### src/hdl/dse_pkg.sv
// ----------------------------------------------------------------------------
// dse_pkg
// Types, constants and the card decode function of the deck shuffle engine.
// ----------------------------------------------------------------------------
`default_nettype none

package dse_pkg;

  // Store and field widths
  localparam int DSE_DECK_MAX   = 64;
  localparam int DSE_CARD_W     = 6;
  localparam int DSE_SUIT_W     = 2;
  localparam int DSE_RANK_W     = 5;
  localparam int DSE_SUITCFG_W  = 3;
  localparam int DSE_RANKCFG_W  = 5;
  localparam int DSE_RAND_W     = 32;
  localparam int DSE_CFG_IDX_W  = 2;
  localparam int DSE_CFG_DATA_W = 5;

  // Register limits and reset values
  localparam logic [DSE_SUITCFG_W-1:0] DSE_SUIT_MAX   = 3'd4;
  localparam logic [DSE_RANKCFG_W-1:0] DSE_RANK_MAX   = 5'd16;
  localparam logic [DSE_SUITCFG_W-1:0] DSE_SUIT_RESET = 3'd4;
  localparam logic [DSE_RANKCFG_W-1:0] DSE_RANK_RESET = 5'd13;

  // Configuration register indexes
  localparam logic [DSE_CFG_IDX_W-1:0] DSE_REG_SUIT_COUNT = 2'd0;
  localparam logic [DSE_CFG_IDX_W-1:0] DSE_REG_RANK_COUNT = 2'd1;

  // Sequencer states
  typedef enum logic [7:0] {
    ST_IDLE  = 8'b0000_0001,
    ST_DIV   = 8'b0000_0010,
    ST_RD_P  = 8'b0000_0100,
    ST_RD_J  = 8'b0000_1000,
    ST_WR_P  = 8'b0001_0000,
    ST_WR_J  = 8'b0010_0000,
    ST_DEAL  = 8'b0100_0000,
    ST_DRAIN = 8'b1000_0000
  } dse_state_t;

  // Decoded card
  typedef struct packed {
    logic [DSE_SUIT_W-1:0] suit;
    logic [DSE_RANK_W-1:0] rank;
  } dse_card_t;

  // Card number to suit and rank: card / ranks is at most 3, so three
  // compares against 1x, 2x and 3x ranks replace a divider.
  function automatic dse_card_t dse_decode(input logic [DSE_CARD_W-1:0]    card,
                                           input logic [DSE_RANKCFG_W-1:0] ranks);
    logic [6:0] c;
    logic [6:0] r1;
    logic [6:0] r2;
    logic [6:0] r3;
    logic [6:0] rem;
    dse_card_t  res;
    c  = {1'b0, card};
    r1 = {2'b00, ranks};
    r2 = {1'b0, ranks, 1'b0};
    r3 = r1 + r2;
    if (c >= r3) begin
      res.suit = 2'd3;
      rem      = c - r3;
    end else if (c >= r2) begin
      res.suit = 2'd2;
      rem      = c - r2;
    end else if (c >= r1) begin
      res.suit = 2'd1;
      rem      = c - r1;
    end else begin
      res.suit = 2'd0;
      rem      = c;
    end
    res.rank = rem[DSE_RANK_W-1:0] + 5'd1;
    return res;
  endfunction

endpackage

`default_nettype wire

### src/hdl/dse_ram.sv
// ----------------------------------------------------------------------------
// dse_ram
// Generic simple dual-port RAM: one write port, one read port, registered read.
// ----------------------------------------------------------------------------
`default_nettype none

module dse_ram #(
  parameter int WIDTH = 8,
  parameter int DEPTH = 64,
  localparam int AW   = (DEPTH > 1) ? $clog2(DEPTH) : 1
) (
  input  wire logic             clk,
  input  wire logic             we,
  input  wire logic [AW-1:0]    waddr,
  input  wire logic [WIDTH-1:0] wdata,
  input  wire logic [AW-1:0]    raddr,
  output logic      [WIDTH-1:0] rdata
);

  logic [WIDTH-1:0] mem [DEPTH];

  // Write and registered read
  always_ff @(posedge clk) begin
    if (we) begin
      mem[waddr] <= wdata;
    end
    rdata <= mem[raddr];
  end

endmodule

`default_nettype wire

### src/hdl/dse_mod_unit.sv
// ----------------------------------------------------------------------------
// dse_mod_unit
// Restoring remainder unit: 32-bit dividend, one quotient bit per cycle.
// ----------------------------------------------------------------------------
`default_nettype none

module dse_mod_unit
  import dse_pkg::*;
#(
  parameter int DIVISOR_W = 7
) (
  input  wire logic                  clk,
  input  wire logic                  rst,
  input  wire logic                  start,
  input  wire logic [DSE_RAND_W-1:0] dividend,
  input  wire logic [DIVISOR_W-1:0]  divisor,
  output logic                       done,
  output logic      [DIVISOR_W-1:0]  remainder
);

  localparam int CNT_W = $clog2(DSE_RAND_W);

  logic                  running;
  logic [CNT_W-1:0]      count;
  logic [DSE_RAND_W-1:0] dvd;
  logic [DIVISOR_W-1:0]  dvs;
  logic [DIVISOR_W:0]    trial;
  logic [DIVISOR_W:0]    diff;
  logic [DIVISOR_W-1:0]  rem_next;

  // One restoring step: shift in the next dividend bit, subtract if it fits
  always_comb begin
    trial    = {remainder, dvd[DSE_RAND_W-1]};
    diff     = trial - {1'b0, dvs};
    rem_next = (trial >= {1'b0, dvs}) ? diff[DIVISOR_W-1:0] : trial[DIVISOR_W-1:0];
  end

  // Step counter and done pulse
  always_ff @(posedge clk) begin
    if (rst) begin
      running <= 1'b0;
      done    <= 1'b0;
      count   <= '0;
    end else begin
      done <= 1'b0;
      if (start) begin
        running <= 1'b1;
        count   <= '0;
      end else if (running) begin
        count <= count + 1'b1;
        if (count == CNT_W'(DSE_RAND_W - 1)) begin
          running <= 1'b0;
          done    <= 1'b1;
        end
      end
    end
  end

  // Datapath
  always_ff @(posedge clk) begin
    if (start) begin
      dvd       <= dividend;
      dvs       <= divisor;
      remainder <= '0;
    end else if (running) begin
      dvd       <= {dvd[DSE_RAND_W-2:0], 1'b0};
      remainder <= rem_next;
    end
  end

endmodule

`default_nettype wire

### src/hdl/deck_shuffle_engine.sv
// ----------------------------------------------------------------------------
// deck_shuffle_engine
// Fisher-Yates shuffle over a card store RAM, dealt out in stack-pop order.
// ----------------------------------------------------------------------------
// Usage:
//   Input: a transaction is taken when start is high and busy is low; it
//   carries one random word for the current shuffle position.
//   Each transaction keeps busy high through the remainder unit (32 steps,
//   one bit per cycle over the random word, then its done pulse) and then
//   through the swap, read p, read j, write p, write j, which reads both
//   entries and writes them back through the single write port. A new
//   transaction is taken only once busy has dropped again.
//   Position deck size - 1 is the last swap; after it the deck is read out
//   from the top entry down, one card per cycle, each card shown for one
//   cycle with card_strobe high and last_card on the bottom card. Busy drops
//   after the drain state that follows the deal. The receiver cannot stall.
//   Configuration: cfg_valid/cfg_ready write channel, ready only while idle.
//   Writing suit_count or rank_count restarts the shuffle at position 0 with
//   the store in identity order.
//   Reset: registers return to 4 suits and 13 ranks, position 0, and every
//   store entry reads as its own index at once through per-entry valid bits,
//   so there is no clearing pass.
// ----------------------------------------------------------------------------
`default_nettype none

module deck_shuffle_engine
  import dse_pkg::*;
#(
  parameter int DECK_MAX = DSE_DECK_MAX
) (
  input  wire logic                      clk,
  input  wire logic                      rst,
  input  wire logic                      start,
  output logic                           busy,
  input  wire logic [DSE_RAND_W-1:0]     random_value,
  input  wire logic                      cfg_valid,
  output logic                           cfg_ready,
  input  wire logic [DSE_CFG_IDX_W-1:0]  cfg_index,
  input  wire logic [DSE_CFG_DATA_W-1:0] cfg_data,
  output logic                           card_strobe,
  output logic      [DSE_SUIT_W-1:0]     card_suit,
  output logic      [DSE_RANK_W-1:0]     card_rank,
  output logic                           last_card
);

  localparam int ADDR_W = (DECK_MAX > 1) ? $clog2(DECK_MAX) : 1;
  localparam int POS_W  = $clog2(DECK_MAX + 1);

  dse_state_t state;
  dse_state_t state_next;

  logic [DSE_SUITCFG_W-1:0] suit_count;
  logic [DSE_RANKCFG_W-1:0] rank_count;
  logic [DSE_SUITCFG_W-1:0] suits_eff;
  logic [DSE_RANKCFG_W-1:0] ranks_eff;
  logic [7:0]               deck_prod;
  logic [POS_W-1:0]         deck_n;
  logic [POS_W-1:0]         deck_last;

  logic [POS_W-1:0]         pos;
  logic [POS_W-1:0]         pos_eff;
  logic [POS_W-1:0]         pos_inc;
  logic [POS_W-1:0]         j_sum;
  logic [ADDR_W-1:0]        j_addr;
  logic [ADDR_W-1:0]        deal_addr;
  logic [DECK_MAX-1:0]      filled;

  logic                     in_accept;
  logic                     cfg_accept;
  logic                     div_done;
  logic [POS_W-1:0]         div_rem;

  logic                     ram_we;
  logic [ADDR_W-1:0]        ram_waddr;
  logic [DSE_CARD_W-1:0]    ram_wdata;
  logic [ADDR_W-1:0]        ram_raddr;
  logic [DSE_CARD_W-1:0]    ram_rdata;
  logic [ADDR_W-1:0]        rd_addr_q;
  logic                     rd_fill;
  logic [DSE_CARD_W-1:0]    card_rd;
  logic [DSE_CARD_W-1:0]    swap_tmp;
  logic                     rd_live;
  logic                     rd_last;
  dse_card_t                card_dec;

  // Effective deck geometry
  always_comb begin
    if (suit_count == '0) begin
      suits_eff = 3'd1;
    end else if (suit_count > DSE_SUIT_MAX) begin
      suits_eff = DSE_SUIT_MAX;
    end else begin
      suits_eff = suit_count;
    end
    if (rank_count == '0) begin
      ranks_eff = 5'd1;
    end else if (rank_count > DSE_RANK_MAX) begin
      ranks_eff = DSE_RANK_MAX;
    end else begin
      ranks_eff = rank_count;
    end
    deck_prod = {5'b0, suits_eff} * {3'b0, ranks_eff};
    deck_n    = (deck_prod > 8'(DECK_MAX)) ? POS_W'(DECK_MAX) : POS_W'(deck_prod);
    deck_last = deck_n - 1'b1;
  end

  // Handshakes
  assign busy       = (state != ST_IDLE);
  assign in_accept  = start && !busy;
  assign cfg_ready  = (state == ST_IDLE) && !start;
  assign cfg_accept = cfg_valid && cfg_ready;

  // Position bookkeeping
  assign pos_eff = (pos >= deck_n) ? '0 : pos;
  assign pos_inc = pos + 1'b1;
  assign j_sum   = pos + div_rem;

  // Remainder of the random word by the cards still unplaced
  dse_mod_unit #(
    .DIVISOR_W (POS_W)
  ) u_mod (
    .clk       (clk),
    .rst       (rst),
    .start     (in_accept),
    .dividend  (random_value),
    .divisor   (deck_n - pos_eff),
    .done      (div_done),
    .remainder (div_rem)
  );

  // Entries never written since the last restore read as their own index
  assign card_rd = rd_fill ? ram_rdata : DSE_CARD_W'(rd_addr_q);

  // RAM port control: swap is read p, read j, write p, write j, in order,
  // so no read that the swap uses overlaps a write to the same entry
  always_comb begin
    ram_we    = (state == ST_WR_P) || (state == ST_WR_J);
    ram_waddr = (state == ST_WR_P) ? pos[ADDR_W-1:0] : j_addr;
    ram_wdata = (state == ST_WR_P) ? card_rd : swap_tmp;
    unique case (state)
      ST_RD_J: ram_raddr = j_addr;
      ST_DEAL: ram_raddr = deal_addr;
      default: ram_raddr = pos[ADDR_W-1:0];
    endcase
  end

  dse_ram #(
    .WIDTH (DSE_CARD_W),
    .DEPTH (DECK_MAX)
  ) u_store (
    .clk   (clk),
    .we    (ram_we),
    .waddr (ram_waddr),
    .wdata (ram_wdata),
    .raddr (ram_raddr),
    .rdata (ram_rdata)
  );

  // Sequencer next state
  always_comb begin
    state_next = state;
    unique case (state)
      ST_IDLE:  if (in_accept) state_next = ST_DIV;
      ST_DIV:   if (div_done) state_next = ST_RD_P;
      ST_RD_P:  state_next = ST_RD_J;
      ST_RD_J:  state_next = ST_WR_P;
      ST_WR_P:  state_next = ST_WR_J;
      ST_WR_J:  state_next = (pos_inc == deck_n) ? ST_DEAL : ST_IDLE;
      ST_DEAL:  if (deal_addr == '0) state_next = ST_DRAIN;
      ST_DRAIN: if (!rd_live) state_next = ST_IDLE;
      default:  state_next = ST_IDLE;
    endcase
  end

  // Control registers
  always_ff @(posedge clk) begin
    if (rst) begin
      state       <= ST_IDLE;
      suit_count  <= DSE_SUIT_RESET;
      rank_count  <= DSE_RANK_RESET;
      pos         <= '0;
      filled      <= '0;
      rd_live     <= 1'b0;
      card_strobe <= 1'b0;
    end else begin
      state       <= state_next;
      rd_live     <= (state == ST_DEAL);
      card_strobe <= rd_live;

      // Register writes restart the shuffle from identity order
      if (cfg_accept) begin
        if (cfg_index == DSE_REG_SUIT_COUNT) begin
          suit_count <= cfg_data[DSE_SUITCFG_W-1:0];
          filled     <= '0;
          pos        <= '0;
        end else if (cfg_index == DSE_REG_RANK_COUNT) begin
          rank_count <= cfg_data[DSE_RANKCFG_W-1:0];
          filled     <= '0;
          pos        <= '0;
        end
      end

      // A stale position past the deck restarts from identity order
      if (in_accept) begin
        pos <= pos_eff;
        if (pos >= deck_n) begin
          filled <= '0;
        end
      end

      if (ram_we) begin
        filled[ram_waddr] <= 1'b1;
      end

      if (state == ST_WR_J) begin
        pos <= (pos_inc == deck_n) ? '0 : pos_inc;
      end

      // Deal done: store back to identity order
      if ((state == ST_DEAL) && (deal_addr == '0)) begin
        filled <= '0;
      end
    end
  end

  // Datapath registers
  always_ff @(posedge clk) begin
    rd_addr_q <= ram_raddr;
    rd_fill   <= filled[ram_raddr];
    rd_last   <= (state == ST_DEAL) && (deal_addr == '0);
    if (div_done) begin
      j_addr <= j_sum[ADDR_W-1:0];
    end
    if (state == ST_RD_J) begin
      swap_tmp <= card_rd;
    end
    if ((state == ST_WR_J) && (pos_inc == deck_n)) begin
      deal_addr <= deck_last[ADDR_W-1:0];
    end else if (state == ST_DEAL) begin
      deal_addr <= deal_addr - 1'b1;
    end
  end

  // Card decode and output register
  assign card_dec = dse_decode(card_rd, ranks_eff);

  always_ff @(posedge clk) begin
    if (rd_live) begin
      card_suit <= card_dec.suit;
      card_rank <= card_dec.rank;
      last_card <= rd_last;
    end
  end

endmodule

`default_nettype wire

### config.mk
export PLATFORM = sky130hd
export DESIGN_NAME = deck_shuffle_engine
export DESIGN_NICKNAME = d
export VERILOG_FILES = /design/src/hdl/dse_pkg.sv /design/src/hdl/dse_ram.sv /design/src/hdl/dse_mod_unit.sv /design/src/hdl/deck_shuffle_engine.sv
export SDC_FILE = /design/constraint.sdc
export NUM_CORES = 1
export LEC_CHECK = 0
export BUFFER_PORTS_ARGS = -buffer_cell sky130_fd_sc_hd__buf_2
export CORE_MARGIN = 2
export CORE_UTILIZATION = 52
export CTS_CLUSTER_SIZE = 16
export DETAILED_ROUTE_END_ITERATION = 8
export PLACE_DENSITY_LB_ADDON = 0.2
export SETUP_SLACK_MARGIN = 0.15
export SLEW_MARGIN = 20
export SYNTH_ARGS = -nofsm -noshare
export SYNTH_HDL_FRONTEND = slang
export SYNTH_SLANG_ARGS = --single-unit
### constraint.sdc
create_clock -name clk -period 16.5 [get_ports clk]
set_input_delay 3.3 -clock clk [delete_from_list [all_inputs] [get_ports clk]]
set_output_delay 3.3 -clock clk [all_outputs]
set_load 0.01 [all_outputs]
; ---- Word level (Yosys, flattened, before mapping)
; Memory sizes are Yosys's and may differ from the RTL's. A register that Yosys moved wholly into a read port is not among the register bits.
; Index checks and enable logic that the tools add are counted.
[classes]
add_sub_neg = 12
multipliers = 1
n_lt_le_gt_ge = 11
eq_ne = 16
muxes = 49
bitwise = 3
reduce_logical = 25
[ops]
columns = cell, count
row1 = 64-bit two-way mux, 7
row2 = 7-bit two-way mux, 10
row3 = 32-bit two-way mux, 2
row4 = 64-bit bitwise OR, 1
row5 = 8-bit case mux with 8 select lines, 1
row6 = 8-bit two-way mux, 4
row7 = 6-bit two-way mux, 5
row8 = 5-bit two-way mux, 5
row9 = 5-bit subtractor, 3
row10 = "6-bit by 7-bit less-than comparator with 1-bit output, second input constant", 2
row11 = 7-bit subtractor, 2
row12 = 6-bit case mux with 2 select lines, 1
row13 = "6-bit by 1-bit subtractor with 6-bit output, second input constant", 2
row14 = "5-bit by 1-bit adder with 5-bit output, second input constant", 2
row15 = 1-bit two-way mux, 10
row16 = "8-bit by 1-bit equality test with 1-bit output, second input constant", 1
row17 = "8-bit by 2-bit equality test with 1-bit output, second input constant", 1
row18 = "8-bit by 3-bit equality test with 1-bit output, second input constant", 1
row19 = "8-bit by 4-bit equality test with 1-bit output, second input constant", 1
row20 = "8-bit by 5-bit equality test with 1-bit output, second input constant", 1
row21 = "8-bit by 6-bit equality test with 1-bit output, second input constant", 1
row22 = "8-bit by 7-bit equality test with 1-bit output, second input constant", 1
row23 = "8-bit equality test, second input constant", 1
row24 = 8-bit by 7-bit >= comparator with 1-bit output, 1
row25 = other kinds (37), 51
[totals]
register_bits = 176
ram_bits = 384
out_inout_bits = 11
n_memories = 1
[memory_table]
columns = memory, words, word_bits, read_ports, rd_ports_with_merged_regs, write_ports, line
row1 = u_store.mem, 64, 6, 1, 1, 1, dse_ram.sv:20  ; logic [WIDTH-1:0] mem [DEPTH];

; ---- Depth between registers and ports, before layout
[logic_depth]
depth_word = 12
depth_mapped = 29

; ---- Cells and area by module
; Synthesis repeated with hierarchy kept, for this count alone.
[hier_totals]
hier_cells = 1783
hier_area_um2 = 25486.9
[by_module_without_submodules]
columns = mod, instances, cells_each, area_each_um2, seq_area_each_um2
row1 = dse_ram, 1, 720, 15225.9, 11651.2
row2 = deck_shuffle_engine, 1, 861, 7654.8, 2722.6
row3 = dse_mod_unit, 1, 202, 2606.2, 1451.4

; ---- Worst setup path before layout
; Ideal clock, no wire load.
[synth_timing]
path_kind = input to output
startpoint = input port start
endpoint = output port cfg_ready
arrival_time_ns = 3.591
required_ns = 13.200
slack_ns = 9.609
stages = 1
path_buffers = 0
path_cell_list = nor2_1
[synth_between]
elab_chain_len = 2
[synth_lines]
columns = item, line
row1 = start: declaration, deck_shuffle_engine.sv:33  ; input wire logic start,
row2 = 1-bit logical NOT, deck_shuffle_engine.sv:110  ; assign cfg_ready = (state == ST_IDLE) && !start;
row3 = 1-bit logical AND, deck_shuffle_engine.sv:110
row4 = end: declaration, deck_shuffle_engine.sv:37  ; output logic cfg_ready,
; Every way passes these cells.

; ---- Worst setup path in the final report
[layout_timing]
startpoint = register rank_count[4]
endpoint = register u_mod.dvs[6] (data pin)
[layout_between]
elab_chain_len = 9
[layout_lines]
columns = item, line
row1 = start: declaration, deck_shuffle_engine.sv:53  ; logic [DSE_RANKCFG_W-1:0] rank_count;
row2 = start signal: assignment, deck_shuffle_engine.sv:197  ; rank_count <= cfg_data[DSE_RANKCFG_W-1:0];
row3 = 5-bit greater-than comparator, deck_shuffle_engine.sv:97  ; end else if (rank_count > DSE_RANK_MAX) begin
row4 = 5-bit two-way mux, deck_shuffle_engine.sv:97
row5 = 5-bit two-way mux (*), deck_shuffle_engine.sv:95  ; if (rank_count == '0) begin
row6 = 3-bit by 5-bit multiplier with 8-bit output (*), deck_shuffle_engine.sv:102  ; deck_prod = {5'b0, suits_eff} * {3'b0, ranks_eff};
row7 = 8-bit by 7-bit greater-than comparator with 1-bit output, deck_shuffle_engine.sv:103  ; deck_n = (deck_prod > 8'(DECK_MAX)) ? POS_W'(DECK_MAX) : POS_W'(deck_prod);
row8 = 7-bit two-way mux (*), deck_shuffle_engine.sv:103
row9 = 7-bit >= comparator, deck_shuffle_engine.sv:114  ; assign pos_eff = (pos >= deck_n) ? '0 : pos;
row10 = 7-bit two-way mux, deck_shuffle_engine.sv:114
row11 = 7-bit subtractor (*), deck_shuffle_engine.sv:126  ; .divisor (deck_n - pos_eff),
row12 = net u_mod.divisor[6], dse_mod_unit.sv:16  ; input wire logic [DIVISOR_W-1:0] divisor,
row13 = end signal: assignment, dse_mod_unit.sv:63  ; dvs <= divisor;
row14 = end: declaration, dse_mod_unit.sv:26  ; logic [DIVISOR_W-1:0] dvs;
; Mark *: on every way through the listed nets, which the timed path passes. The rest lies on a longest branch.
; A chain may end at the register's enable or synchronous reset.

==> flow_summary.rst <==
.. list-table::
   :header-rows: 1

   * - Metric
     - Value
   * - Most common cell in the netlist
     - sky130_fd_sc_hd__edfxtp_1
   * - Hold-critical path depth
     - 0
   * - IR Drop Worst-Case VDD
     - 87.5 uV
   * - Clk slew on worst S/H paths
     - 0.06 ns
   * - Run status
     - completed
   * - Average routed wire per standard cell
     - 21.1 um
   * - Fraction of final layout cells sized beyond drive strength 1
     - 9.11%
   * - Worst min-delay path class
     - reg -> reg
   * - Worst r2r dst
     - u_mod.dvs[6]
   * - Async set or reset register ratio after synthesis
     - 0%
   * - Sequential fraction of the synthesis area
     - 62.6%
   * - Maximum fanout encountered on the critical timing path
     - 8
   * - Largest area contributor in the netlist
     - sky130_fd_sc_hd__edfxtp_1
   * - Number of input and output port buffers inserted
     - 53
   * - Largest stage delay on the critical path
     - 0.54 ns
   * - Aggregate global-route resource usage
     - 23.7%
   * - Largest net degree at the start of global routing
     - 97
   * - Worst rel slew slack
     - 30.5%
   * - Average cell area after synthesis
     - 11.8 um^2
   * - Number of ports placed on the die boundary
     - 54
   * - Number of buffers added by the clock tree synthesis step
     - 58
   * - Latest clock arrival within the worst-skew pair
     - 0.62 ns
   * - Fraction of synthesized cell area taken by the top area cell type
     - 53.3%
   * - Max H-tree Level
     - 2
   * - Most used standard cells in the synthesized netlist
     - sky130_fd_sc_hd__edfxtp_1 (449), sky130_fd_sc_hd__nand2_1 (337), sky130_fd_sc_hd__a21oi_1 (236), sky130_fd_sc_hd__nor2_1 (185), sky130_fd_sc_hd__mux2i_1 (144)
   * - DRC
     - 0
   * - Number of storage elements in the synthesis netlist
     - 566
   * - Placeable Area
     - 47800 um^2
   * - Number of gates given a new drive strength after cts
     - 0
   * - Max-capacitance violation count
     - 0
   * - Internal reg-to-reg setup slack
     - 8.86 ns
   * - Global route overflow
     - 0
   * - Crit end category
     - register
   * - Net Count, Synth
     - 2263
   * - Cell area after technology mapping
     - 25300 um^2
   * - Post-CTS setup-driven buffer insertion count
     - 0
   * - Area growth syn-to-layout
     - 10.1%
   * - Yosys warning count
     - 0
   * - Final worst path period share
     - 46.3%
   * - Number of cells produced by synthesis
     - 2152
   * - Floorplan die width
     - 225 um
   * - Setup repair after global routing missed its margin
     - no
   * - Half-perimeter wire length after placement
     - 37.1 mm
   * - Number of enable flip-flop cells after synthesis
     - 449
   * - Slew of the pin with the lowest slew margin
     - 1.03 ns
   * - Pwr/cell area
     - 107 nW/um^2
   * - TritonCTS clock tree
     - built
   * - Final Hold Vio Count
     - 0
   * - Crit Path Class
     - reg -> reg
   * - Logic depth of the worst register-to-register path
     - 28
   * - Initial DRT Pass Iterations
     - 5
   * - CP Launch Type
     - register
   * - Number of violations reported at the end of detailed-routing iteration 0
     - 1640
   * - Final Max Tran Viols
     - 0
   * - Leakage Power
     - 0.0110 uW
   * - Number of instances in the placed design
     - 2725
   * - Min-Delay Endpoint
     - last_card
   * - Clock tree root driver cell
     - sky130_fd_sc_hd__clkbuf_16
   * - Top_reg_cell synth
     - sky130_fd_sc_hd__edfxtp_1
   * - Initial cell density of the core
     - 52.9%
   * - Total vias in the final route
     - 16600
   * - Number of standard-cell rows in the floorplan
     - 80
   * - Via-to-Cell Ratio
     - 5.86
   * - Total power consumption of the routed design
     - 2970 uW
   * - Start point of the worst min-delay path
     - rd_last
   * - Post-Route Hold Slack
     - 0.404 ns
   * - Area enclosed by the die boundary
     - 50400 um^2
   * - Global placement routability congestion
     - 0.862
   * - Antenna viol nets, final
     - 0
   * - Nets
     - 2281
   * - Wire length after detailed routing
     - 59.7 mm
   * - Hold buffer count at cts
     - 0
   * - Total setup violations reported at the end of the flow
     - 0
   * - Leading post-synthesis cells by cell area
     - sky130_fd_sc_hd__edfxtp_1 (53%), sky130_fd_sc_hd__dfxtp_1 (9.3%), sky130_fd_sc_hd__mux2i_1 (5.7%), sky130_fd_sc_hd__nand2_1 (5.0%), sky130_fd_sc_hd__a21oi_1 (4.7%)
   * - Final non-filler cell area
     - 27800 um^2
   * - Antenna violations before repair
     - 0
   * - Reg-to-reg startpoint
     - rank_count[4]
   * - Final period demand of the worst path
     - 7.64 ns
   * - Wire length of the first global-routing pass
     - 91.5 mm
   * - Total placed instance area
     - 26000 um^2
   * - Number of global-route vias before repair
     - 16200
   * - Vertical die dimension
     - 225 um
   * - Crit path required time
     - 16.86 ns
   * - TNS Setup
     - 0 ns
   * - Count of cell types in the netlist
     - 69
   * - Arrival time reported for the critical path endpoint
     - 7.99 ns
   * - Sinks on Clock Net
     - 566
   * - Max Clock Skew
     - 0.0285 ns
   * - Fmax
     - 131 MHz
   * - Max Buffers Root-to-Sink
     - 3
   * - Crit-path slowest cell
     - sky130_fd_sc_hd__fa_1
   * - Non-Filler Instances
     - 2833
[flip-flops by register name, summed over array words and instances (netlist names), 2 cells and up]
signal and cells:
u_store.mem 384, filled 64, u_mod.dvd 32, state 8, pos 7, u_mod.dvs 7
u_mod.remainder 7, deal_addr 6, j_addr 6, rd_addr_q 6, swap_tmp 6, u_store.rdata 6
card_rank 5, rank_count 5, u_mod.count 5, suit_count 3, card_suit 2
[kinds of logic after synthesis]
logic type / share of synthesized area (%)
AO/OA/AOI/OAI: 11.0
buffers and inverters: 2.95
multiplexers: 6.63
flip-flops: 62.6
XOR/XNOR: 1.63
AND/OR/NAND/NOR: 11.5
adder cells (fa/ha/maj): 3.69
[placed cells by master, fill, tap and decap left out, types with 8 or more instances in the layout]
| cell type | n |
|---|---|
| sky130_fd_sc_hd__a211o_1 | 11 |
| sky130_fd_sc_hd__a21o_1 | 23 |
| sky130_fd_sc_hd__a21oi_1 | 236 |
| sky130_fd_sc_hd__a22o_1 | 44 |
| sky130_fd_sc_hd__and2_1 | 8 |
| sky130_fd_sc_hd__and3_1 | 8 |
| sky130_fd_sc_hd__buf_2 | 53 |
| sky130_fd_sc_hd__buf_4 | 18 |
| sky130_fd_sc_hd__clkbuf_1 | 17 |
| sky130_fd_sc_hd__clkbuf_16 | 58 |
| sky130_fd_sc_hd__clkinv_1 | 12 |
| sky130_fd_sc_hd__clkinv_2 | 12 |
| sky130_fd_sc_hd__dfxtp_1 | 117 |
| sky130_fd_sc_hd__edfxtp_1 | 449 |
| sky130_fd_sc_hd__fa_1 | 11 |
| sky130_fd_sc_hd__ha_1 | 57 |
| sky130_fd_sc_hd__inv_1 | 57 |
| sky130_fd_sc_hd__mux2_2 | 21 |
| sky130_fd_sc_hd__mux2i_1 | 144 |
| sky130_fd_sc_hd__nand2_1 | 334 |
| sky130_fd_sc_hd__nand2b_1 | 21 |
| sky130_fd_sc_hd__nand3_1 | 42 |
| sky130_fd_sc_hd__nor2_1 | 185 |
| sky130_fd_sc_hd__nor2b_1 | 10 |
| sky130_fd_sc_hd__nor3_1 | 22 |
| sky130_fd_sc_hd__nor4_1 | 11 |
| sky130_fd_sc_hd__o21ai_0 | 16 |
| sky130_fd_sc_hd__o221ai_1 | 8 |
| sky130_fd_sc_hd__o22ai_1 | 44 |
| sky130_fd_sc_hd__or2_2 | 11 |
| sky130_fd_sc_hd__xnor2_1 | 26 |
| sky130_fd_sc_hd__xor2_1 | 21 |
[per-stage QoR]
step	setup slack, ns	util (%)
final	8.86	58.2
after global routing	8.34	58.2
after CTS	8.90	58.2
after detailed placement	8.89	54.4
after global placement	9.14	54.4
after floorplan	9.61	-
[area by class of cell]
class / instances / area [um^2]
clock buffer: 77 / 1540
timing repair buffer: 71 / 400
fill: 3906 / 20000
inverter: 64 / 245
multi-input combinational: 1409 / 8810
clock inverter: 30 / 243
tap: 615 / 769
antenna: 1 / 2.50
sequential: 566 / 15800
[per-layer routing]
metal	vias up	GRT usage [%]	wire, um
li1	7855	-	-
met3	130	5.15	4110
met1	8123	31.3	25000
met2	495	38.7	28300
met4	0	8.99	2230
met5	-	0	0
[critical path: cells and delay by family, from the launching register on]
| family | cells | cell delay, ns |
|---|---|---|
| AOI/OAI and AO/OA | 12 | 2.70 |
| xor gates and xnor gates | 2 | 0.23 |
| adders and majority gates | 6 | 2.10 |
| buffers and inverters | 3 | 0.52 |
| DFF | 1 | 0.42 |
| and+or+nand+nor | 5 | 1.41 |
[report_power, final]
part           total, uW  switching [uW]  internal [uW]
Sequential          1570            17.5           1560
Combinational        154            95.4           58.5
Clock               1240             536            703
Total               2970             649           2320
[how the worst max path moves through the flow]
| stage | to | startpoint | depth (start not counted) |
|---|---|---|---|
| after global routing | u_mod.dvs[6] | rank_count[4] | 28 |
| after detailed placement | u_mod.dvs[6] | rank_count[4] | 28 |
| after global placement | u_mod.dvs[6] | rank_count[4] | 28 |
| final | u_mod.dvs[6] | rank_count[4] | 28 |
| after CTS | u_mod.dvs[6] | rank_count[4] | 28 |
| after floorplan | cfg_ready | start | 1 |
Power figures use the tool's default switching activity.
